`config.mk`:
```
export PLATFORM = sky130hd
export DESIGN_NAME = insertion_sorter_unit_flat
export DESIGN_NICKNAME = d
export VERILOG_FILES = /design/src/rtl/isu_pkg.sv /design/src/rtl/isu_stream_if.sv /design/src/rtl/isu_cell.sv /design/src/rtl/insertion_sorter_unit.sv /design/src/flat_wrapper.sv
export VERILOG_INCLUDE_DIRS = /design/src /design/src/rtl
export SDC_FILE = /design/constraint.sdc
export NUM_CORES = 2
export LEC_CHECK = 0
export BUFFER_PORTS_ARGS = -buffer_cell sky130_fd_sc_hd__buf_2
export CAP_MARGIN = 25
export CORE_ASPECT_RATIO = 0.75
export CORE_UTILIZATION = 65
export CTS_CLUSTER_SIZE = 28
export DETAILED_ROUTE_END_ITERATION = 8
export PLACE_DENSITY = 0.82
export SLEW_MARGIN = 10
export SYNTH_ARGS = -nofsm -noshare
export SYNTH_HDL_FRONTEND = slang
export SYNTH_SLANG_ARGS = --single-unit
```
`constraint.sdc`:
```
create_clock -name i_clk -period 10.5 [get_ports i_clk]
set_clock_uncertainty 0.05 [all_clocks]
set_input_delay 0.525 -clock i_clk [delete_from_list [all_inputs] [get_ports i_clk]]
set_output_delay 0.525 -clock i_clk [all_outputs]
set_load 0.02 [all_outputs]
```
`src/rtl/insertion_sorter_unit_assert.svh`:
```
// ----------------------------------------------------------------------------
// insertion sorter assertion macros
// shared concurrent assertion forms, clocked and held off during reset
// ----------------------------------------------------------------------------
`ifndef INSERTION_SORTER_UNIT_ASSERT_SVH
`define INSERTION_SORTER_UNIT_ASSERT_SVH

// same-cycle implication
`define ISU_ASSERT_IMPLY(label, clk, rst_n, ante, cons) \
    label: assert property (@(posedge clk) disable iff (!rst_n) (ante) |-> (cons)) \
        else $error("insertion sorter check failed");

// next-cycle implication
`define ISU_ASSERT_NEXT(label, clk, rst_n, ante, cons) \
    label: assert property (@(posedge clk) disable iff (!rst_n) (ante) |=> (cons)) \
        else $error("insertion sorter check failed");

`endif

```
`src/rtl/isu_pkg.sv`:
```
// ----------------------------------------------------------------------------
// isu_pkg
// shared types and widths of the insertion sorter
// ----------------------------------------------------------------------------
`timescale 1ns / 1ps

package isu_pkg;

    localparam int DATA_W = 32;

    typedef logic signed [DATA_W-1:0] t_data;

    // broadcast from the top level to every cell
    typedef struct packed {
        logic  insert;
        logic  unload;
        t_data value;
    } t_cell_ctl;

    // what one cell shows its neighbors
    typedef struct packed {
        logic  valid;
        logic  gt;
        t_data data;
    } t_cell_link;

endpackage

```
`src/rtl/isu_stream_if.sv`:
```
// ----------------------------------------------------------------------------
// isu stream interfaces
// valid/ready channels for input values and sorted results
// ----------------------------------------------------------------------------
`timescale 1ns / 1ps

interface isu_in_if import isu_pkg::*; ();
    logic  valid;
    logic  ready;
    t_data value;
    logic  last;

    modport source (output valid, output value, output last, input ready);
    modport sink   (input valid, input value, input last, output ready);
endinterface

interface isu_out_if import isu_pkg::*; ();
    logic  valid;
    logic  ready;
    t_data sorted_value;
    logic  final_res;
    logic  overflow;

    modport source (output valid, output sorted_value, output final_res,
                    output overflow, input ready);
    modport sink   (input valid, input sorted_value, input final_res,
                    input overflow, output ready);
endinterface

```
`src/rtl/isu_cell.sv`:
```
// ----------------------------------------------------------------------------
// isu_cell
// one slot of the sorting chain: compares, shifts up on insert, down on unload
// ----------------------------------------------------------------------------
`timescale 1ns / 1ps

module isu_cell import isu_pkg::*; (
    input  logic       i_clk,
    input  logic       i_rst_n,
    input  t_cell_ctl  i_ctl,
    input  t_cell_link i_lo,
    input  t_cell_link i_hi,
    output t_cell_link o_link
);

    logic  r_valid;
    logic  n_valid;
    t_data r_data;
    t_data n_data;
    logic  gt;

    assign gt = r_valid && (r_data > i_ctl.value);

    always_comb begin
        n_valid = r_valid;
        n_data  = r_data;
        if (i_ctl.insert) begin
            // larger entries move up, first free slot takes its place
            if (gt || (!r_valid && i_lo.valid)) begin
                n_valid = 1'b1;
                n_data  = i_lo.gt ? i_lo.data : i_ctl.value;
            end
        end else if (i_ctl.unload) begin
            n_valid = i_hi.valid;
            n_data  = i_hi.data;
        end
    end

    always_ff @(posedge i_clk) begin
        if (!i_rst_n) begin
            r_valid <= 1'b0;
        end else begin
            r_valid <= n_valid;
        end
        r_data <= n_data;
    end

    assign o_link.valid = r_valid;
    assign o_link.gt    = gt;
    assign o_link.data  = r_data;

endmodule

```
`src/rtl/insertion_sorter_unit.sv`:
```
// ----------------------------------------------------------------------------
// insertion_sorter_unit
// online insertion sort of signed values in a chain of compare-and-shift cells
// ----------------------------------------------------------------------------
// Values enter one per cycle while a set is being collected: every cell
// compares its entry with the new value in the same cycle, larger entries
// move up one cell and the value drops into the freed slot, so equal values
// keep arrival order. The transfer flagged last closes the set; from the next
// cycle the chain unloads through cell 0, one result per cycle while the sink
// is ready, and input is held off until the final result is taken. Values
// beyond DEPTH are dropped and every result of that set carries overflow.
`timescale 1ns / 1ps

module insertion_sorter_unit import isu_pkg::*; #(
    parameter int DEPTH = 32
) (
    input  logic       i_clk,
    input  logic       i_rst_n,
    isu_in_if.sink     i_in,
    isu_out_if.source  o_out
);

    `include "insertion_sorter_unit_assert.svh"

    logic       r_draining;
    logic       n_draining;
    logic       r_dropped;
    logic       n_dropped;
    logic       in_xfer;
    logic       out_xfer;
    logic       full;
    t_cell_ctl  ctl;
    t_cell_link link [DEPTH];
    t_cell_link lo_end;
    t_cell_link hi_end;

    assign full     = link[DEPTH-1].valid;
    assign in_xfer  = i_in.valid && i_in.ready;
    assign out_xfer = o_out.valid && o_out.ready;

    assign ctl.insert = in_xfer && !full;
    assign ctl.unload = out_xfer;
    assign ctl.value  = i_in.value;

    assign lo_end = '{valid: 1'b1, gt: 1'b0, data: '0};
    assign hi_end = '{valid: 1'b0, gt: 1'b0, data: '0};

    for (genvar g = 0; g < DEPTH; g++) begin : g_cell
        isu_cell u_cell (
            .i_clk   (i_clk),
            .i_rst_n (i_rst_n),
            .i_ctl   (ctl),
            .i_lo    ((g == 0) ? lo_end : link[(g == 0) ? 0 : g - 1]),
            .i_hi    ((g == DEPTH - 1) ? hi_end : link[(g == DEPTH - 1) ? g : g + 1]),
            .o_link  (link[g])
        );
    end

    always_comb begin
        n_draining = r_draining;
        n_dropped  = r_dropped;
        if (in_xfer) begin
            n_dropped = r_dropped | full;
            if (i_in.last) begin
                n_draining = 1'b1;
            end
        end
        if (out_xfer && o_out.final_res) begin
            n_draining = 1'b0;
            n_dropped  = 1'b0;
        end
    end

    always_ff @(posedge i_clk) begin
        if (!i_rst_n) begin
            r_draining <= 1'b0;
            r_dropped  <= 1'b0;
        end else begin
            r_draining <= n_draining;
            r_dropped  <= n_dropped;
        end
    end

    assign i_in.ready         = !r_draining;
    assign o_out.valid        = r_draining;
    assign o_out.sorted_value = link[0].data;
    assign o_out.final_res    = !link[1].valid;
    assign o_out.overflow     = r_dropped;

    // unload always has an entry in the bottom cell
    `ISU_ASSERT_IMPLY(a_drain_has_data, i_clk, i_rst_n, r_draining, link[0].valid)
    // the closing transfer starts unload
    `ISU_ASSERT_NEXT(a_last_starts_drain, i_clk, i_rst_n, in_xfer && i_in.last, r_draining)
    // chain is empty after the final result
    `ISU_ASSERT_NEXT(a_final_empties, i_clk, i_rst_n, out_xfer && o_out.final_res,
                     !r_draining && !link[0].valid && !r_dropped)

endmodule
```
`src/flat_wrapper.sv`:
```
// flat-port wrapper written by rule: the top's interface ports become plain ports
module insertion_sorter_unit_flat import isu_pkg::*;
#(
    parameter int DEPTH = 32
)
  (i_clk, i_rst_n, i_in_valid, i_in_value, i_in_last, i_in_ready, o_out_valid, o_out_sorted_value, o_out_final_res, o_out_overflow, o_out_ready);
  isu_in_if i_in_i ();
  isu_out_if o_out_i ();
  input  logic i_clk;
  input  logic i_rst_n;
  input wire logic [$bits(i_in_i.valid)-1:0] i_in_valid;
  input wire logic [$bits(i_in_i.value)-1:0] i_in_value;
  input wire logic [$bits(i_in_i.last)-1:0] i_in_last;
  output wire logic [$bits(i_in_i.ready)-1:0] i_in_ready;
  output wire logic [$bits(o_out_i.valid)-1:0] o_out_valid;
  output wire logic [$bits(o_out_i.sorted_value)-1:0] o_out_sorted_value;
  output wire logic [$bits(o_out_i.final_res)-1:0] o_out_final_res;
  output wire logic [$bits(o_out_i.overflow)-1:0] o_out_overflow;
  input wire logic [$bits(o_out_i.ready)-1:0] o_out_ready;
  assign i_in_i.valid = i_in_valid;
  assign i_in_i.value = i_in_value;
  assign i_in_i.last = i_in_last;
  assign i_in_ready = i_in_i.ready;
  assign o_out_valid = o_out_i.valid;
  assign o_out_sorted_value = o_out_i.sorted_value;
  assign o_out_final_res = o_out_i.final_res;
  assign o_out_overflow = o_out_i.overflow;
  assign o_out_i.ready = o_out_ready;
  insertion_sorter_unit #(.DEPTH(DEPTH)) u_core (.i_clk(i_clk), .i_rst_n(i_rst_n), .i_in(i_in_i), .o_out(o_out_i));
endmodule
```
# After elaboration in Yosys (flattened, before gate mapping)
# Index checks and enable logic that the tools add are counted.
word_totals:
  reg_bits: 1058
  latchBits: 0
  mem_bits_rw: 0
  mem_bits_ro: 0
  inputBits: 37
  output_inout_bits: 36
  elab_cells: 522
  n_memories: 0
op_classes:
  add_sub_neg: 0
  multipliers: 0
  n_div: 0
  n_lt_le_gt_ge: 32
  eq_ne: 32
  shift: 0
  n_mux: 223
  n_bitwise: 2
  reduce_logical: 167
op_table:
  columns: ["op", "n"]
  rows:
  - ["$mux W32", 127]
  - ["$gt A32 B32 Y1", 32]
  - ["$mux W1", 96]
  - ["$logic_and A1 B1 Y1", 67]
  - ["$reduce_and A2 Y1", 33]
  - ["$ne A2 B2 Y1 const B", 32]
  - ["$logic_not A1 Y1", 33]
  - ["$logic_or A1 B1 Y1", 32]
  - ["$reduce_bool A2 Y1", 1]
  - ["$reduce_or A2 Y1", 1]
  - ["$not A1 Y1", 1]
  - ["$or A1 B1 Y1", 1]

# Longest topological paths before layout
depth:
  depth_word: 5
  mapped_depth: 13
  ltp_nobuf: 10

# Cells and area by module
# Synthesis repeated with hierarchy kept, for this count alone.
unflattened:
  cells_unflattened: 8750
  area_unflattened_um2: 83426.3
by_module_without_submodules:
  columns: ["mod", "n_inst", "cells_each", "area_each_um2", "seq_area_each_um2"]
  rows:
  - ["isu_cell", 32, 273, 2603.7, 980.9]
  - ["insertion_sorter_unit", 1, 14, 106.4, 40.0]

# Least setup slack after synthesis
# OpenSTA, ideal clock, no wires.
synth_path:
  path_kind: "input to register"
  startpoint: "input port i_in_value[29]"
  endpoint: "register u_core.g_cell[2].u_cell.r_data[0] (enable)"
  setup_ps: 466
  t_arrival_ps: 5543
  path_slack_ps: 4442
  stages: 12
  n_path_buf: 2
  cell_sequence: "clkbuf_1 inv_1 ha_1 a21o_1 a21o_1 a221oi_2 o21ai_1 or4_1 a211oi_2 buf_4 a21oi_1 o21ai_0"
synth_between:
  elab_chain_cells: 5
synth_lines:
  columns: ["item", "line_no", "text"]
  rows:
  - ["from (decl)", "flat_wrapper.sv:12", "input wire logic [$bits(i_in_i.value)-1:0] i_in_value;"]
  - ["$gt A32 B32 Y1", "isu_cell.sv:22", "assign gt = r_valid && (r_data > i_ctl.value);"]
  - ["$logic_and A1 B1 Y1", "isu_cell.sv:22", null]
  - ["$logic_or A1 B1 Y1", "isu_cell.sv:29", "if (gt || (!r_valid && i_lo.valid)) begin"]
  - ["$ne A2 B2 Y1 (no source line)", null, null]
  - ["$reduce_and A2 Y1 (no source line)", null, null]
  - ["to (signal assigned)", "isu_cell.sv:45", "r_data <= n_data;"]
  - ["to (decl)", "isu_cell.sv:18", "t_data r_data;"]
# Every way passes these cells.
# A chain may end at the register's enable or synchronous reset.

# Worst setup path after layout
layout_path:
  startpoint: "input port i_in_value[24]"
  endpoint: "register u_core.g_cell[23].u_cell.r_data[7] (enable)"
layout_between:
  elab_chain_cells: 5
layout_lines:
  columns: ["item", "line_no"]
  rows:
  - ["$gt A32 B32 Y1", "isu_cell.sv:22"]
  - ["$logic_and A1 B1 Y1", "isu_cell.sv:22"]
  - ["$logic_or A1 B1 Y1", "isu_cell.sv:29"]
  - ["$ne A2 B2 Y1 (no source line)", null]
  - ["$reduce_and A2 Y1 (no source line)", null]
  - ["to (signal assigned)", "isu_cell.sv:45"]
  - ["to (decl)", "isu_cell.sv:18"]
# Every way passes these cells.

==> key figures <==
Outcome
  • Status: finished with violations
  • Failing checks: DRC

Cells and area
  • Layout cells sized above 1: 6.972%
  • Commonest non-fill, non-tap cells in the layout: 1291 x nand2_1, 1024 x edfxtp_1, 1005 x o21ai_0, 992 x ha_1, 928 x mux2i_1
  • Fill cells: 8066
  • Core Util, Final: 71.22%
  • Final design instance area without fill: 81530 um2
  • Layout Nets: 8349
  • Commonest non-fill, non-tap cell in the layout: nand2_1
  • Area growth, synth to finish: 7.899%

Clock network
  • Clock Sinks: 1058
  • H-tree Lvls: 3
  • Clock latency on the worst-skew pair: 0.75 ns
  • Postcts setup bufs: 0
  • Buffer levels on the longest clock path: 3
  • CTS root buf: clkbuf_16
  • Post-CTS sizing: 0
  • CTS Buf Count: 111
  • Clock Pin Slew Worst Setup and Hold Paths: 0.06 ns
  • CTS tree: built
  • CTS Hold Bufs: 1

Power
  • Power Dens Cells: 153.8 nW/um2
  • Peak VDD IR: 0.1364 mV
  • Switching Share: 31.91%
  • Sequential power share: 44.2%
  • Switching power total: 4.000 mW
  • Clock Power Share: 34.3%
  • Combinational share of power: 21.4%
  • Pleak: 37.86 nW
  • Internal Power: 8.536 mW

Place
  • Port bufs: 72
  • GPL Wtd Cong: 1.012
  • Place WS: 5.024 ns
  • HPWL after DPL: 187000 um
  • Placed inst area: 77500 um2

Yosys
  • Ys async rst share: 0%
  • Syn Std Cell Area: 75560 um2
  • Net Count, Synth: 8445
  • Synth cell types: 46
  • Synthesized area per cell: 10.19 um2
  • Register area share after synthesis: 41.60%
  • Top cells by area, synth: edfxtp_1 41%, ha_1 16%, mux2i_1 12%
  • Post-synth EDFFs: 1024
  • Share of the synthesized area in the top cell type: 40.70%
  • Synthesis Warnings: 0
  • Mapped Cells: 7416
  • Cell taking the most area after synthesis: edfxtp_1
  • Seq cells post-synth: 1058
  • Synth Flop Type: edfxtp_1

Drt
  • Wire length on met2: 104500 um
  • Max Used Layer: met5
  • Via count: 65970
  • Met3 WL: 48160 um
  • Via/cell ratio: 7.374
  • DRC: 12
  • Starting DRT DRC Count: 11460
  • Routed Antenna Nets: 0
  • WL final: 267400 um
  • WL per Instance: 29.89 um
  • Wl on met1: 100000 um
  • Initial DRT Pass Iterations: 9

Floorplanning
  • Initial core utilization: 66.01%
  • Die W: 395.7 um
  • Die area: 117600 um2
  • Core box area: 114500 um2
  • Row Count: 107
  • Die Span Y: 297.3 um
  • I/O Pins: 73

GRT
  • Largest net degree at the start of global routing: 214
  • GRT Util Overall: 43.95%
  • Vias in the first global route: 62750
  • Gr ovfl total: 0
  • First-pass GRT wire length: 391700 um
  • Antenna violations before repair: 9

STA
  • Worst slew margin: 23.73%
  • RSZ-0062 raised after global routing: false
  • Fin crit period: 4.988 ns
  • Maximum clock frequency: 0.2005 GHz
  • Final setup fails: 0
  • Fin Setup TNS: 0 ns
  • Hold_ws: 0.08019 ns
  • Period utilization: 47.51%
  • Setup ws final: 5.512 ns
  • Worst-margin pin slew: 1.144 ns
  • Final number of hold-violating endpoints: 0
  • Max-slew violation count: 0

Critical path
  • Crit path kind: input pin to register
  • Reg2reg setup slack: 6.34 ns
  • CP endpoint kind: register
  • Worst setup startpoint: i_in_value[24]
  • WP data arrival: 5.36 ns
  • R2R cell count: 6
  • WP data required: 10.87 ns
  • Reg-to-reg critical path endpoint: u_core.g_cell[14].u_cell.r_data[22]$_DFFE_PP_
  • Critical path launch point type: input pin
  • Worst setup path endpoint: u_core.g_cell[23].u_cell.r_data[7]$_DFFE_PP_
  • Worst R2R Start: u_core.o_out.valid$_SDFFE_PP0P_
  • Critical path fanouts, max: 31

Flow run
  • Max Cap Viol: 0

Worst hold path
  • Hold-critical path depth: 3
  • Hold Crit Class: input pin to register
[metal layers]
metal / track usage (%) / up-vias
li1: - / 27980
met1: 62.04 / 31020
met2: 58.90 / 5913
met3: 16.55 / 1041
met4: 21.03 / 14
met5: 0 / -
[power by group through the flow]
| stage | Clock (mW) | Combinational, mW | Sequential [mW] |
|---|---|---|---|
| after floorplan | 0 | 1.74 | 5.43 |
| after global placement | 0 | 2.36 | 5.58 |
| after detailed placement | 0 | 2.54 | 5.59 |
| after CTS | 4.26 | 2.56 | 5.50 |
| after global routing | 4.43 | 2.89 | 5.54 |
| final | 4.30 | 2.69 | 5.55 |
[final cells by class]
cell class	instances	area (um2)	share of cell area [%]
Antenna cell	5	12.51	0.01535
Inverter	131	491.7	0.6031
Multi-Input combinational cell	5788	41900	51.39
Clock buffer	147	3067	3.762
Timing Repair Buffer	230	1949	2.391
Tap cell	1526	1909	2.342
Clock inverter	61	769.5	0.9438
Sequential cell	1058	31430	38.55
[synthesized netlist by cell type (53+ instances only)]
cell         n
o21ai_0   1034
nand4_1    160
nor2b_1     53
a21oi_1    455
a21o_1      93
edfxtp_1  1024
o211ai_1    87
nand2_1   1293
ha_1       992
buf_4       63
clkbuf_1   337
a211oi_1    58
and4_1     114
mux2i_1    929
inv_1      131
nand3_1    150
[through the flow]
stage / instances / total power, mW
4_1_cts: 8934 / 12.32
2_1_floorplan: 7416 / 7.171
6_report: 8946 / 12.54
3_5_place_dp: 8725 / 8.123
3_3_place_gp: 8712 / 7.944
5_1_grt: 8941 / 12.86
[state kept, by name, summed over array words and instances (netlist names)]
| name | cells |
|---|---|
| u_core.o_out.overflow | 1 |
| u_core.g_cell.u_cell.r_valid | 32 |
| u_core.g_cell.u_cell.r_data | 1024 |
| u_core.o_out.valid | 1 |
[worst min path at each step]
stage / startpoint / slack, ns / endpoint
final: i_in_valid / 0.08 / u_core.o_out.valid$_SDFFE_PP0P_
after global routing: i_in_valid / 0.09 / u_core.o_out.overflow$_SDFFE_PP0P_
after floorplan: u_core.g_cell[31].u_cell.r_valid$_SDFFE_PN0P_ / 0.42 / u_core.g_cell[31].u_cell.r_valid$_SDFFE_PN0P_
after detailed placement: u_core.o_out.overflow$_SDFFE_PP0P_ / 0.44 / u_core.o_out.overflow$_SDFFE_PP0P_
after CTS: i_in_valid / 0.06 / u_core.o_out.valid$_SDFFE_PP0P_
after global placement: u_core.o_out.overflow$_SDFFE_PP0P_ / 0.39 / u_core.o_out.overflow$_SDFFE_PP0P_
[cell families after synthesis]
logic type / Yosys count / share of synthesized area (%)
flops: 1058 / 41.60
fa+ha+maj: 992 / 16.43
mux: 929 / 12.31
simple gates: 1905 / 11.73
compound gates: 1962 / 14.57
buf+inv: 570 / 3.373
[worst max-delay path, stage by stage]
cell      delay (ns)
buf_2           0.72
inv_2           0.72
ha_1            0.54
nand4_1         0.18
or4_1           0.65
a211oi_1        0.53
o311a_1         0.29
a211oi_1        0.09
o21ai_2         0.64
buf_4           0.41
(Power assumes the default switching activity.)
